**config.mk**
```make
export PLATFORM = sky130hd
export DESIGN_NAME = knca_cell
export DESIGN_NICKNAME = d
export VERILOG_FILES = /design/src/rtl/knca_pkg.sv /design/src/rtl/knca_cell.sv
export SDC_FILE = /design/constraint.sdc
export NUM_CORES = 1
export LEC_CHECK = 0
export ABC_AREA = 1
export BUFFER_PORTS_ARGS = -buffer_cell sky130_fd_sc_hd__buf_2
export CAP_MARGIN = 25
export CORE_MARGIN = 1
export CORE_UTILIZATION = 45
export DETAILED_ROUTE_END_ITERATION = 7
export MAX_ROUTING_LAYER = met4
export PLACE_DENSITY = 0.67
export SLEW_MARGIN = 20
export SYNTH_ARGS = -nofsm -noshare
export SYNTH_HDL_FRONTEND = slang
export SYNTH_SLANG_ARGS = --single-unit
```
**constraint.sdc**
```tcl
create_clock -name clk -period 4.93 [get_ports clk]
set_input_delay 0.2465 -clock clk [delete_from_list [all_inputs] [get_ports clk]]
set_output_delay 0.2465 -clock clk [all_outputs]
set_load 0.1 [all_outputs]
```
**src/rtl/knca_pkg.sv**
```systemverilog
// Package for the k-means nearest-center block: payload types, chain types
// and fixed widths. Used by the cell, the top level and the port checker.
`timescale 1ns / 1ps

package knca_pkg;

    localparam int COORD_W = 16;
    localparam int DIMS    = 8;
    localparam int DIM_W   = 3;
    localparam int IDX_W   = 6;
    localparam int PROD_W  = 2 * COORD_W;
    localparam int DIST_W  = PROD_W + DIM_W;
    localparam int ACT_W   = 7;

    localparam logic MODE_LOAD     = 1'b0;
    localparam logic MODE_CLASSIFY = 1'b1;

    localparam logic [DIST_W-1:0] DIST_MAX = 35'd34358689800;

    typedef logic [COORD_W-1:0] coord_t;
    typedef logic [IDX_W-1:0]   idx_t;
    typedef logic [DIST_W-1:0]  dist_t;
    typedef logic [DIM_W-1:0]   dim_t;
    typedef logic [ACT_W-1:0]   act_t;

    typedef struct packed {
        logic   mode;
        idx_t   center_index;
        coord_t coord_0;
        coord_t coord_1;
        coord_t coord_2;
        coord_t coord_3;
        coord_t coord_4;
        coord_t coord_5;
        coord_t coord_6;
        coord_t coord_7;
    } req_t;

    typedef struct packed {
        idx_t  nearest_index;
        dist_t min_sq_dist;
    } rsp_t;

    // One coordinate of the point walking down the chain.
    typedef struct packed {
        logic   vld;
        dim_t   dim;
        coord_t coord;
    } tok_t;

    // Center write broadcast to every cell.
    typedef struct packed {
        logic                   en;
        idx_t                   idx;
        coord_t [DIMS-1:0]      coords;
    } load_t;

    // Best match so far, handed from cell to cell.
    typedef struct packed {
        logic  vld;
        idx_t  idx;
        dist_t sq_dist;
    } best_t;

endpackage

```
**src/rtl/knca_cell.sv**
```systemverilog
// One cell of the center chain: holds one center, accumulates the squared
// distance one coordinate per cycle and merges with the best from upstream.
// Depends on knca_pkg.
`timescale 1ns / 1ps

module knca_cell #(
    parameter int IDX = 0
) (
    input  logic            clk,
    input  logic            rst_n,
    input  knca_pkg::load_t ld,
    input  knca_pkg::act_t  active_centers,
    input  knca_pkg::tok_t  tok_in,
    output knca_pkg::tok_t  tok_out,
    input  knca_pkg::best_t best_in,
    output knca_pkg::best_t best_out
);

    localparam logic [7:0] IDX_L = 8'(IDX);

    knca_pkg::coord_t center_reg [knca_pkg::DIMS];

    knca_pkg::tok_t tok_reg;

    logic a_vld_reg, a_first_reg, a_last_reg;
    logic b_vld_reg, b_first_reg, b_last_reg;
    logic done_reg;
    logic best_vld_reg;

    knca_pkg::coord_t            sel;
    knca_pkg::coord_t            diff_next;
    knca_pkg::coord_t            diff_reg;
    logic [knca_pkg::PROD_W-1:0] prod_reg;
    knca_pkg::dist_t             acc_reg;
    knca_pkg::dist_t             acc_next;
    knca_pkg::idx_t              best_idx_reg;
    knca_pkg::dist_t             best_dist_reg;

    logic tok_first, tok_last;
    logic active, take, load_hit;

    always_comb
    begin
        sel       = center_reg[tok_in.dim];
        diff_next = (tok_in.coord >= sel) ? (tok_in.coord - sel) : (sel - tok_in.coord);
        tok_first = (tok_in.dim == '0);
        tok_last  = (tok_in.dim == knca_pkg::DIM_W'(knca_pkg::DIMS - 1));
        acc_next  = b_first_reg ? knca_pkg::DIST_W'(prod_reg)
                                : acc_reg + knca_pkg::DIST_W'(prod_reg);
        active    = (IDX_L < {1'b0, active_centers});
        take      = (IDX == 0) || (active && (acc_reg < best_in.sq_dist));
        load_hit  = ld.en && ({2'b00, ld.idx} == IDX_L);
    end

    always_ff @(posedge clk or negedge rst_n)
    begin
        if (!rst_n)
        begin
            tok_reg      <= '0;
            a_vld_reg    <= 1'b0;
            a_first_reg  <= 1'b0;
            a_last_reg   <= 1'b0;
            b_vld_reg    <= 1'b0;
            b_first_reg  <= 1'b0;
            b_last_reg   <= 1'b0;
            done_reg     <= 1'b0;
            best_vld_reg <= 1'b0;
        end
        else
        begin
            tok_reg      <= tok_in;
            a_vld_reg    <= tok_in.vld;
            a_first_reg  <= tok_in.vld && tok_first;
            a_last_reg   <= tok_in.vld && tok_last;
            b_vld_reg    <= a_vld_reg;
            b_first_reg  <= a_first_reg;
            b_last_reg   <= a_last_reg;
            done_reg     <= b_vld_reg && b_last_reg;
            best_vld_reg <= done_reg;
        end
    end

    always_ff @(posedge clk)
    begin
        if (load_hit)
        begin
            for (int d = 0; d < knca_pkg::DIMS; d++)
            begin
                center_reg[d] <= ld.coords[d];
            end
        end
        diff_reg <= diff_next;
        prod_reg <= knca_pkg::PROD_W'(diff_reg) * knca_pkg::PROD_W'(diff_reg);
        if (b_vld_reg)
        begin
            acc_reg <= acc_next;
        end
        if (done_reg)
        begin
            best_idx_reg  <= take ? knca_pkg::idx_t'(IDX) : best_in.idx;
            best_dist_reg <= take ? acc_reg : best_in.sq_dist;
        end
    end

    assign tok_out  = tok_reg;
    assign best_out = '{vld: best_vld_reg, idx: best_idx_reg, sq_dist: best_dist_reg};

endmodule

```
# [After elaboration in Yosys (flattened, before gate mapping)]
# Memory sizes are Yosys's and may differ from the RTL's.
# Cells that the tools add are included.
[word_totals] reg_bits=145 mem_bits_ro=0 input_bits=206 latch_bits=0 ram_bits=128 wordCells=32 out_inout_bits=62 memories=1
[memory_table] memory="center_reg" depth=8 width=16 read_ports=1 rd_clocked_by_memory_dff=0 write_ports=8 line="knca_cell.sv:21" source="knca_pkg::coord_t center_reg [knca_pkg::DIMS];"
[classes] order_cmp=1 bitwise_logic=0 eq_ne=1 div=0 mux=4 shift=0 add_sub_neg=3 n_mul=1 reduce_logical=6
[op_table] op="$add 35x32->35" n=1
[op_table] op="$mul 16x16->32" n=1
[op_table] op="$mux 32" n=1
[op_table] op="$sub 16x16->16" n=2
[op_table] op="$ge 16x16->1" n=1
[op_table] op="$mux 16" n=1
[op_table] op="$logic_not 6->1" n=1
[op_table] op="$logic_and 1x1->1" n=4
[op_table] op="$eq 3x3->1 const B" n=1
[op_table] op="$logic_not 3->1" n=1
[op_table] op="$mux 1" n=2

# [Longest topological paths before layout]
# Gate-level depths: netlist (run 1).
[logic_depth] word_depth=4 mapped_depth=27 mapped_depth_nobuf=25

# [Worst setup path before layout (run 1)]
# No wires, ideal clock.
[synth_path] kind="register to register" from="register diff_reg[13]" to="register prod_reg[29] (netlist name)" stages_incl_launch_ff=24 slack_ns=-0.379 period_less_slack_ns=5.309 t_arrival_ns=5.197 required_ns=4.818 path_buffers=2 setup_ns=0.112 cell_sequence="dfxtp_1 -> clkbuf_1 -> buf_1 -> nand2_1 -> fa_1 -> fa_1 -> inv_1 -> fa_1 -> fa_1 -> fa_1 -> inv_1 -> fa_1 -> inv_1 -> ha_1 -> a21oi_1 -> inv_1 -> a21oi_1 -> nor2_1 -> nor2_1 -> nor2_1 -> nor2_1 -> nand2_1 -> nand2_1 -> nand2_1"
[synth_between] elab_chain_cells=1
[synth_rtl] element="from (decl)" line="knca_cell.sv:32" source="knca_pkg::coord_t diff_reg;"
[synth_rtl] element="from (signal assigned)" line="knca_cell.sv:92" source="diff_reg <= diff_next;"
[synth_rtl] element="$mul 16x16->32" line="knca_cell.sv:93" source="prod_reg <= knca_pkg::PROD_W'(diff_reg) * knca_pkg::PROD_W'(diff_reg);"
[synth_rtl] element="to (signal assigned)" line="knca_cell.sv:93"
[synth_rtl] element="to (decl)" line="knca_cell.sv:33" source="logic [knca_pkg::PROD_W-1:0] prod_reg;"
# Every way passes these cells.
# A chain may end at the register's enable or synchronous reset.

# [Worst setup path in the final report (run 1)]
[layout_path] from="register diff_reg[5]" to="register prod_reg[25] (netlist name)"
# The elaborated chain is that of the path after synthesis.

==> results of run 1 <==
worst max path at each step:
| stage | end |
|---|---|
| 2_1_floorplan | prod_reg[29] |
| 3_3_place_gp | prod_reg[28] |
| 3_5_place_dp | prod_reg[28] |
| 4_1_cts | prod_reg[21] |
| 5_1_grt | prod_reg[21] |
| 6_report | prod_reg[25] |
cell usage in the layout, fill, tap and decap left out, types with 29 or more instances in the layout:
cell / netlist / routed
xor2_1: 50 / 50
clkbuf_16: 0 / 31
ha_1: 163 / 146
buf_2: 7 / 212
o22ai_1: 30 / 30
o21ai_0: 104 / 99
nand2_2: 4 / 29
nand3_1: 79 / 76
nor2_1: 198 / 179
nand2_1: 630 / 593
buf_4: 12 / 114
dfxtp_1: 47 / 32
a21oi_1: 73 / 56
edfxtp_1: 198 / 198
dlygate4sd3_1: 0 / 147
inv_1: 508 / 485
fa_1: 164 / 155
per-stage QoR:
step,instances,utilization [%],setup WS [ns],setup TNS (ns)
2_1_floorplan,2500,-,-0.01566,-0.02520
3_3_place_gp,3357,50.89,-0.2937,-4.092
3_5_place_dp,3357,50.89,-0.3580,-5.190
4_1_cts,3564,57.01,-0.08072,-0.4033
5_1_grt,3575,57.78,-0.2790,-3.537
6_report,3576,57.79,-0.1041,-0.3905
per-layer routing:
metal	wire, µm	track usage [%]
met5	0	-
met2	29400	45.32
met3	3048	3.493
met4	2570	10.53
met1	23050	28.45
cell type report:
class / count / share of cell area [%]
multi-input combinational: 1635 / 44.54
sequential: 272 / 28.35
timing repair buffer: 486 / 13.28
inverter: 514 / 7.205
clock buffer: 39 / 3.076
tap: 607 / 2.829
clock inverter: 19 / 0.6898
antenna: 4 / 0.03728
timing repair:
action                                 CTS  global route
setup endpoints to repair               21            22
pin swaps                               34            44
endpoints found under the hold margin  175             0
resized for setup                      103            86
hold buffers                           147             0
setup buffers                            2             8
Yosys cell counts (5+ instances only):
library cell,number
ha_1,163
nand3_1,79
nand2_1,630
nand3b_1,11
dfxtp_1,47
buf_4,12
a21oi_1,73
a21o_1,8
edfxtp_1,198
inv_1,508
nand4_1,15
fa_1,164
o22ai_1,30
inv_2,5
xor2_1,50
nor2_1,198
nor3_1,14
buf_2,7
clkbuf_1,48
o21ai_1,21
dfrtp_1,27
buf_6,6
xnor2_1,12
o21ai_0,104
or2_2,10
o21bai_1,13
kinds of logic after synthesis:
family / after synthesis
AOI/OAI and AO/OA: 266
xor gates and xnor gates: 62
adders and majority gates: 327
buffers and inverters: 593
DFF: 272
other: 1
and+or+nand+nor: 974
==> reports/metrics.csv, run 1 <==
metric,value,unit
FP Rows,79,
worst path buffer plus inverter count,8,
Synth area leaders,"edfxtp_1, fa_1, nand2_1",
synthesized flop and latch total,272,
worst hold path class,in -> reg,
post-route clock period utilization,102.1,%
total grt overflow,0,
Final Hold Fails,0,
reg2reg setup slack,-0.10,ns
final setup margin,-0.1041,ns
Die Y-Extent,219.0,µm
first-pass GRT wire length,93060,µm
WHS Path Cells,2,
die area,47960,µm²
Clock Path Buffers,3,
wire per inst,16.24,µm
Min-Delay Endpoint,tok_out[17],
"EDFF count, synth",198,
total CTS buffers,31,
startpoint types,flip-flop,
Fillers,3995,
Main synth FF type,edfxtp_1,
simple-gate portion of the synthesized area,18.62,%
Synth top area share,28.06,%
CORE AREA,46460,µm²
vias post-DR,17877,
violated checks,setup timing,
critical path class,reg -> reg,
vias in the first global route,18739,
f_max,198.6,MHz
CTS tree,built,
clk root buf,clkbuf_16,
fin crit period,5.034,ns
final number of setup-violating endpoints,9,
initial antenna violation count,3,
"Max FO, Critical Path",5,
CP cell instances,"buf_6, nand2_4, inv_4, fa_1, inv_2, fa_1, inv_1, fa_2, fa_2, fa_1, inv_1, fa_1, inv_2, ha_4, nand2_4, inv_2, a21oi_4, buf_4, o21ai_0, nand2_1, nand3_1, xor2_1",
ratio of cells with drive above 1 in the final layout,19.16,%
nets,3473,
drt total wl,58070,µm
xor and xnor area share after synthesis,2.563,%
Worst-path clk slew,0.06,ns
Critical-path top delay cell,fa_1,
hold path start,tok_in[17],
"Clk Latency, worst-skew pair",0.58,ns
Multi-input gate area,11960,µm²
ANT nets after route,0,
drt via density,4.999,
starting density of the core,45.61,%
register area,7611,µm²
R2R depth,22,
H-tree lvl count,1,
largest family of logic cells by synthesized area,adder cells,
CP arrival,5.51,ns
GRT Util Overall,25.41,%
Worst Tran Pin Value,0.9337,ns
mux contribution to synthesized area,0,%
initial DRC count,988,
final instance area,26850,µm²
hold slack,0.1621,ns
fraction of registers with async set/reset,9.926,%
Netlist cell types,48,
flip-flop count of the largest register after layout,128,
Worst R2R Start,diff_reg[5],
Compound-Gate Fraction of Synth Area,6.991,%
Die Wd,219.0,µm
mapped cell area,21190,µm²
Port Buffer Count,212,
Levels on crit path,22,
critical path startpoint,diff_reg[5],
cell count after synthesis,2495,
"Slew Viols, Final",0,
CTS sink count,272,
endpoint type of the worst setup path,flip-flop,
largest net degree at the start of global routing,71,
DRC violations left,0,
status,"finished, violations left",
register area share after synthesis,35.69,%
GP Congestion,0.9524,
"most used cell, CP",fa_1,
MaxCap Viol Count,0,
syn avg cell area,8.493,µm²
Ports,268,
Crit path required time,5.40,ns
first-pass detailed-route iteration total,6,
worst r2r dst,prod_reg[25],
Post-Synth Adder-Cell Area,25.12,%
hpwl dp,44010,µm
Worst slew margin,37.76,%
RSZ-0062 raised after global routing,true,
Slowest Stage Delay on Critical Path,0.55,ns
Yosys top cell by area,edfxtp_1,
yosys warns,0,
Area growth syn-to-layout,26.70,%
critical path's top delay family,adder cells,
Placement Cell Area,23640,µm²
Final Skew,0.02568,ns
Power of run 1 is not shown: default switching activity piles up to over one toggle a cycle in this logic, so the estimate is an artifact.
==> inputs of run 2 (changes only) <==
Settings changed: CELL_PAD_IN_SITES_DETAIL_PLACEMENT set to 1, CELL_PAD_IN_SITES_GLOBAL_PLACEMENT set to 1, CORE_UTILIZATION 45 to 41, PLACE_DENSITY 0.67 to unset, PLACE_DENSITY_LB_ADDON set to 0.1.
==> run 2 against run 1 <==
Against the previous run:
- the flow still finishes with violations (setup timing)
- sequential cell count is the same
- critical path depth unchanged
- clock skew about the same
- fmax fell by 3.3%
- via count grew 2.6%
- cell area up 2.7%
- sequential share of layout area decreased by 0.76 points
- hold slack better by 0.038 ns
- wire length rose by 19%
==> reports/metrics.csv, run 2 (synthesis gave the netlist of run 1 again) <==
metric,value,unit,change
status,"finished, violations left",,
violated checks,setup timing,,
final number of setup-violating endpoints,20,,+11
"Slew Viols, Final",0,,unchanged
startpoint types,flip-flop,,
CTS tree,built,,
vias in the first global route,20274,,+8.2%
Worst slew margin,34.89,%,-2.9 points
metal3 WL,2541,µm,-17%
Fillers,5948,,+49%
wire per inst,18.71,µm,+15%
most frequent cells in the layout,"nand2_1, inv_1, buf_2",,
"leading cell type in the layout, fill and taps excluded",nand2_1,,
flip-flop count of the largest register after layout,128,,unchanged
CTS sink count,272,,unchanged
f_max,192.2,MHz,-3.3%
hold slack,0.2002,ns,+0.03816 ns
vias post-DR,18346,,+2.6%
Worst Tran Pin Value,0.9752,ns,+0.04155 ns
worst r2r dst,prod_reg[26],,
hold path start,tok_in[17],,
nets,3510,,+1.1%
starting density of the core,41.89,%,-3.7 points
Crit path required time,5.38,ns,-0.02 ns
worst hold path class,in -> reg,,
WL met2,33960,µm,+16%
fin crit period,5.203,ns,+0.1692 ns
post-route clock period utilization,105.5,%,+3.4 points
reg2reg setup slack,-0.27,ns,-0.17 ns
first-pass GRT wire length,108800,µm,+17%
ratio of cells with drive above 1 in the final layout,20.88,%,+1.7 points
first-pass detailed-route iteration total,8,,+2
Clock Path Buffers,3,,unchanged
R2R depth,22,,unchanged
"Clk Latency, worst-skew pair",0.56,ns,-0.02 ns
Die Wd,229.3,µm,+4.7%
ANT nets after route,0,,unchanged
total grt overflow,0,,unchanged
"Max FO, Critical Path",10,,+5
H-tree lvl count,2,,+1
GRT Util Overall,27.36,%,+2.0 points
WHS Path Cells,2,,unchanged
Final Hold Fails,0,,unchanged
Worst R2R Start,diff_reg[1],,
drt via density,4.981,,-0.36%
clk root buf,clkbuf_16,,
Final Skew,0.02524,ns,-0.0004434 ns
MaxCap Viol Count,0,,unchanged
Port Buffer Count,212,,unchanged
Max Used Layer,met4,,
Min-Delay Endpoint,tok_out[17],,
total CTS buffers,34,,+9.7%
DRC violations left,0,,unchanged
RSZ-0062 raised after global routing,true,,
die area,52590,µm²,+9.7%
DRT met1 WL,30740,µm,+33%
drt total wl,68920,µm,+19%
Critical-path top delay cell,fa_1,,
Worst-path clk slew,0.06,ns,about the same
FP Rows,82,,+3.8%
final setup margin,-0.2733,ns,-0.1692 ns
initial antenna violation count,7,,+4
Die Y-Extent,229.3,µm,+4.7%
CP arrival,5.66,ns,+0.15 ns
endpoint type of the worst setup path,flip-flop,,
CORE AREA,50580,µm²,+8.9%
critical path class,reg -> reg,,
Slowest Stage Delay on Critical Path,0.54,ns,about the same
Placement Cell Area,23910,µm²,+1.1%
Area growth syn-to-layout,30.16,%,
"most used cell, CP",fa_1,,
CP cell instances,"nand2_1, inv_1, fa_1, inv_2, fa_1, inv_1, fa_1, inv_1, fa_1, inv_1, fa_1, inv_2, fa_1, inv_2, ha_4, nand2_4, a21oi_4, nor2_4, o21ai_2, nand2_1, nand3_2, xor2_1",,
initial DRC count,841,,-15%
Ports,268,,unchanged
largest net degree at the start of global routing,78,,+9.9%
hpwl dp,50840,µm,+16%
GP Congestion,0.8822,,-7.4%
final instance area,27580,µm²,+2.7%
[run 2: changes by cell type in the layout (fill, tap and decap cells not counted), sizes merged]
cell    delta
diode      +4
bufinv     +1
clkinv     -4
clkbuf     +9
buf       +34
inv        -2
[run 2: metal layers]
layer  track usage [%]  vias up
li1                  -     8747
met1             34.68     9128
met2             46.43      355
met3             3.175      116
met4             6.938        0
met5                 -        -
[run 2: how the worst max path moves through the flow]
stage	from	end	slack, ns
after CTS	diff_reg[3]	prod_reg[29]	-0.15
final	diff_reg[1]	prod_reg[26]	-0.27
after global placement	diff_reg[2]	prod_reg[16]	-0.57
after detailed placement	diff_reg[2]	prod_reg[16]	-0.61
after global routing	diff_reg[3]	prod_reg[29]	-0.44
after floorplan	diff_reg[8]	prod_reg[29]	-0.02
[run 2: cell type report]
cell class | count | area, µm² | area share (%)
diodes | 8 | 20.02 | 0.07259
clock buffers | 48 | 964.7 | 3.498
clock inverters | 14 | 195.2 | 0.7077
inverters | 514 | 1939 | 7.032
multi-input cells | 1635 | 12070 | 43.78
flip-flops and latches | 272 | 7609 | 27.59
well taps | 672 | 840.8 | 3.049
repair buffers | 520 | 3938 | 14.28
[run 2: metrics by stage]
| stage | instances | worst slack, ns | utilization [%] | TNS, ns |
|---|---|---|---|---|
| floorplan | 2500 | -0.01566 | - | -0.02520 |
| global placement | 3439 | -0.5749 | 47.27 | -6.910 |
| detailed placement | 3439 | -0.6125 | 47.27 | -8.678 |
| CTS | 3661 | -0.1524 | 53.62 | -1.371 |
| global route | 3683 | -0.4369 | 54.53 | -6.949 |
| finish | 3683 | -0.2733 | 54.53 | -3.752 |
[run 2: worst max-delay path: cells and delay by family, from the launching register on]
family | cells | cell delay [ns]
AO/OA/AOI/OAI | 2 | 0.30
XOR/XNOR | 1 | 0.19
adder cells (fa/ha/maj) | 7 | 3.41
buffers and inverters | 7 | 0.37
flip-flops | 1 | 0.40
AND/OR/NAND/NOR | 5 | 0.43
[run 2: repair_timing]
action,in CTS,in global routing
hold buffers,147,0
pin swaps,46,53
buffers inserted,13,13
endpoints found under the setup margin,23,22
hold endpoints to repair,175,0
cloned,0,0
gates resized for setup,145,83
Power of run 2 is left out for the same reason.
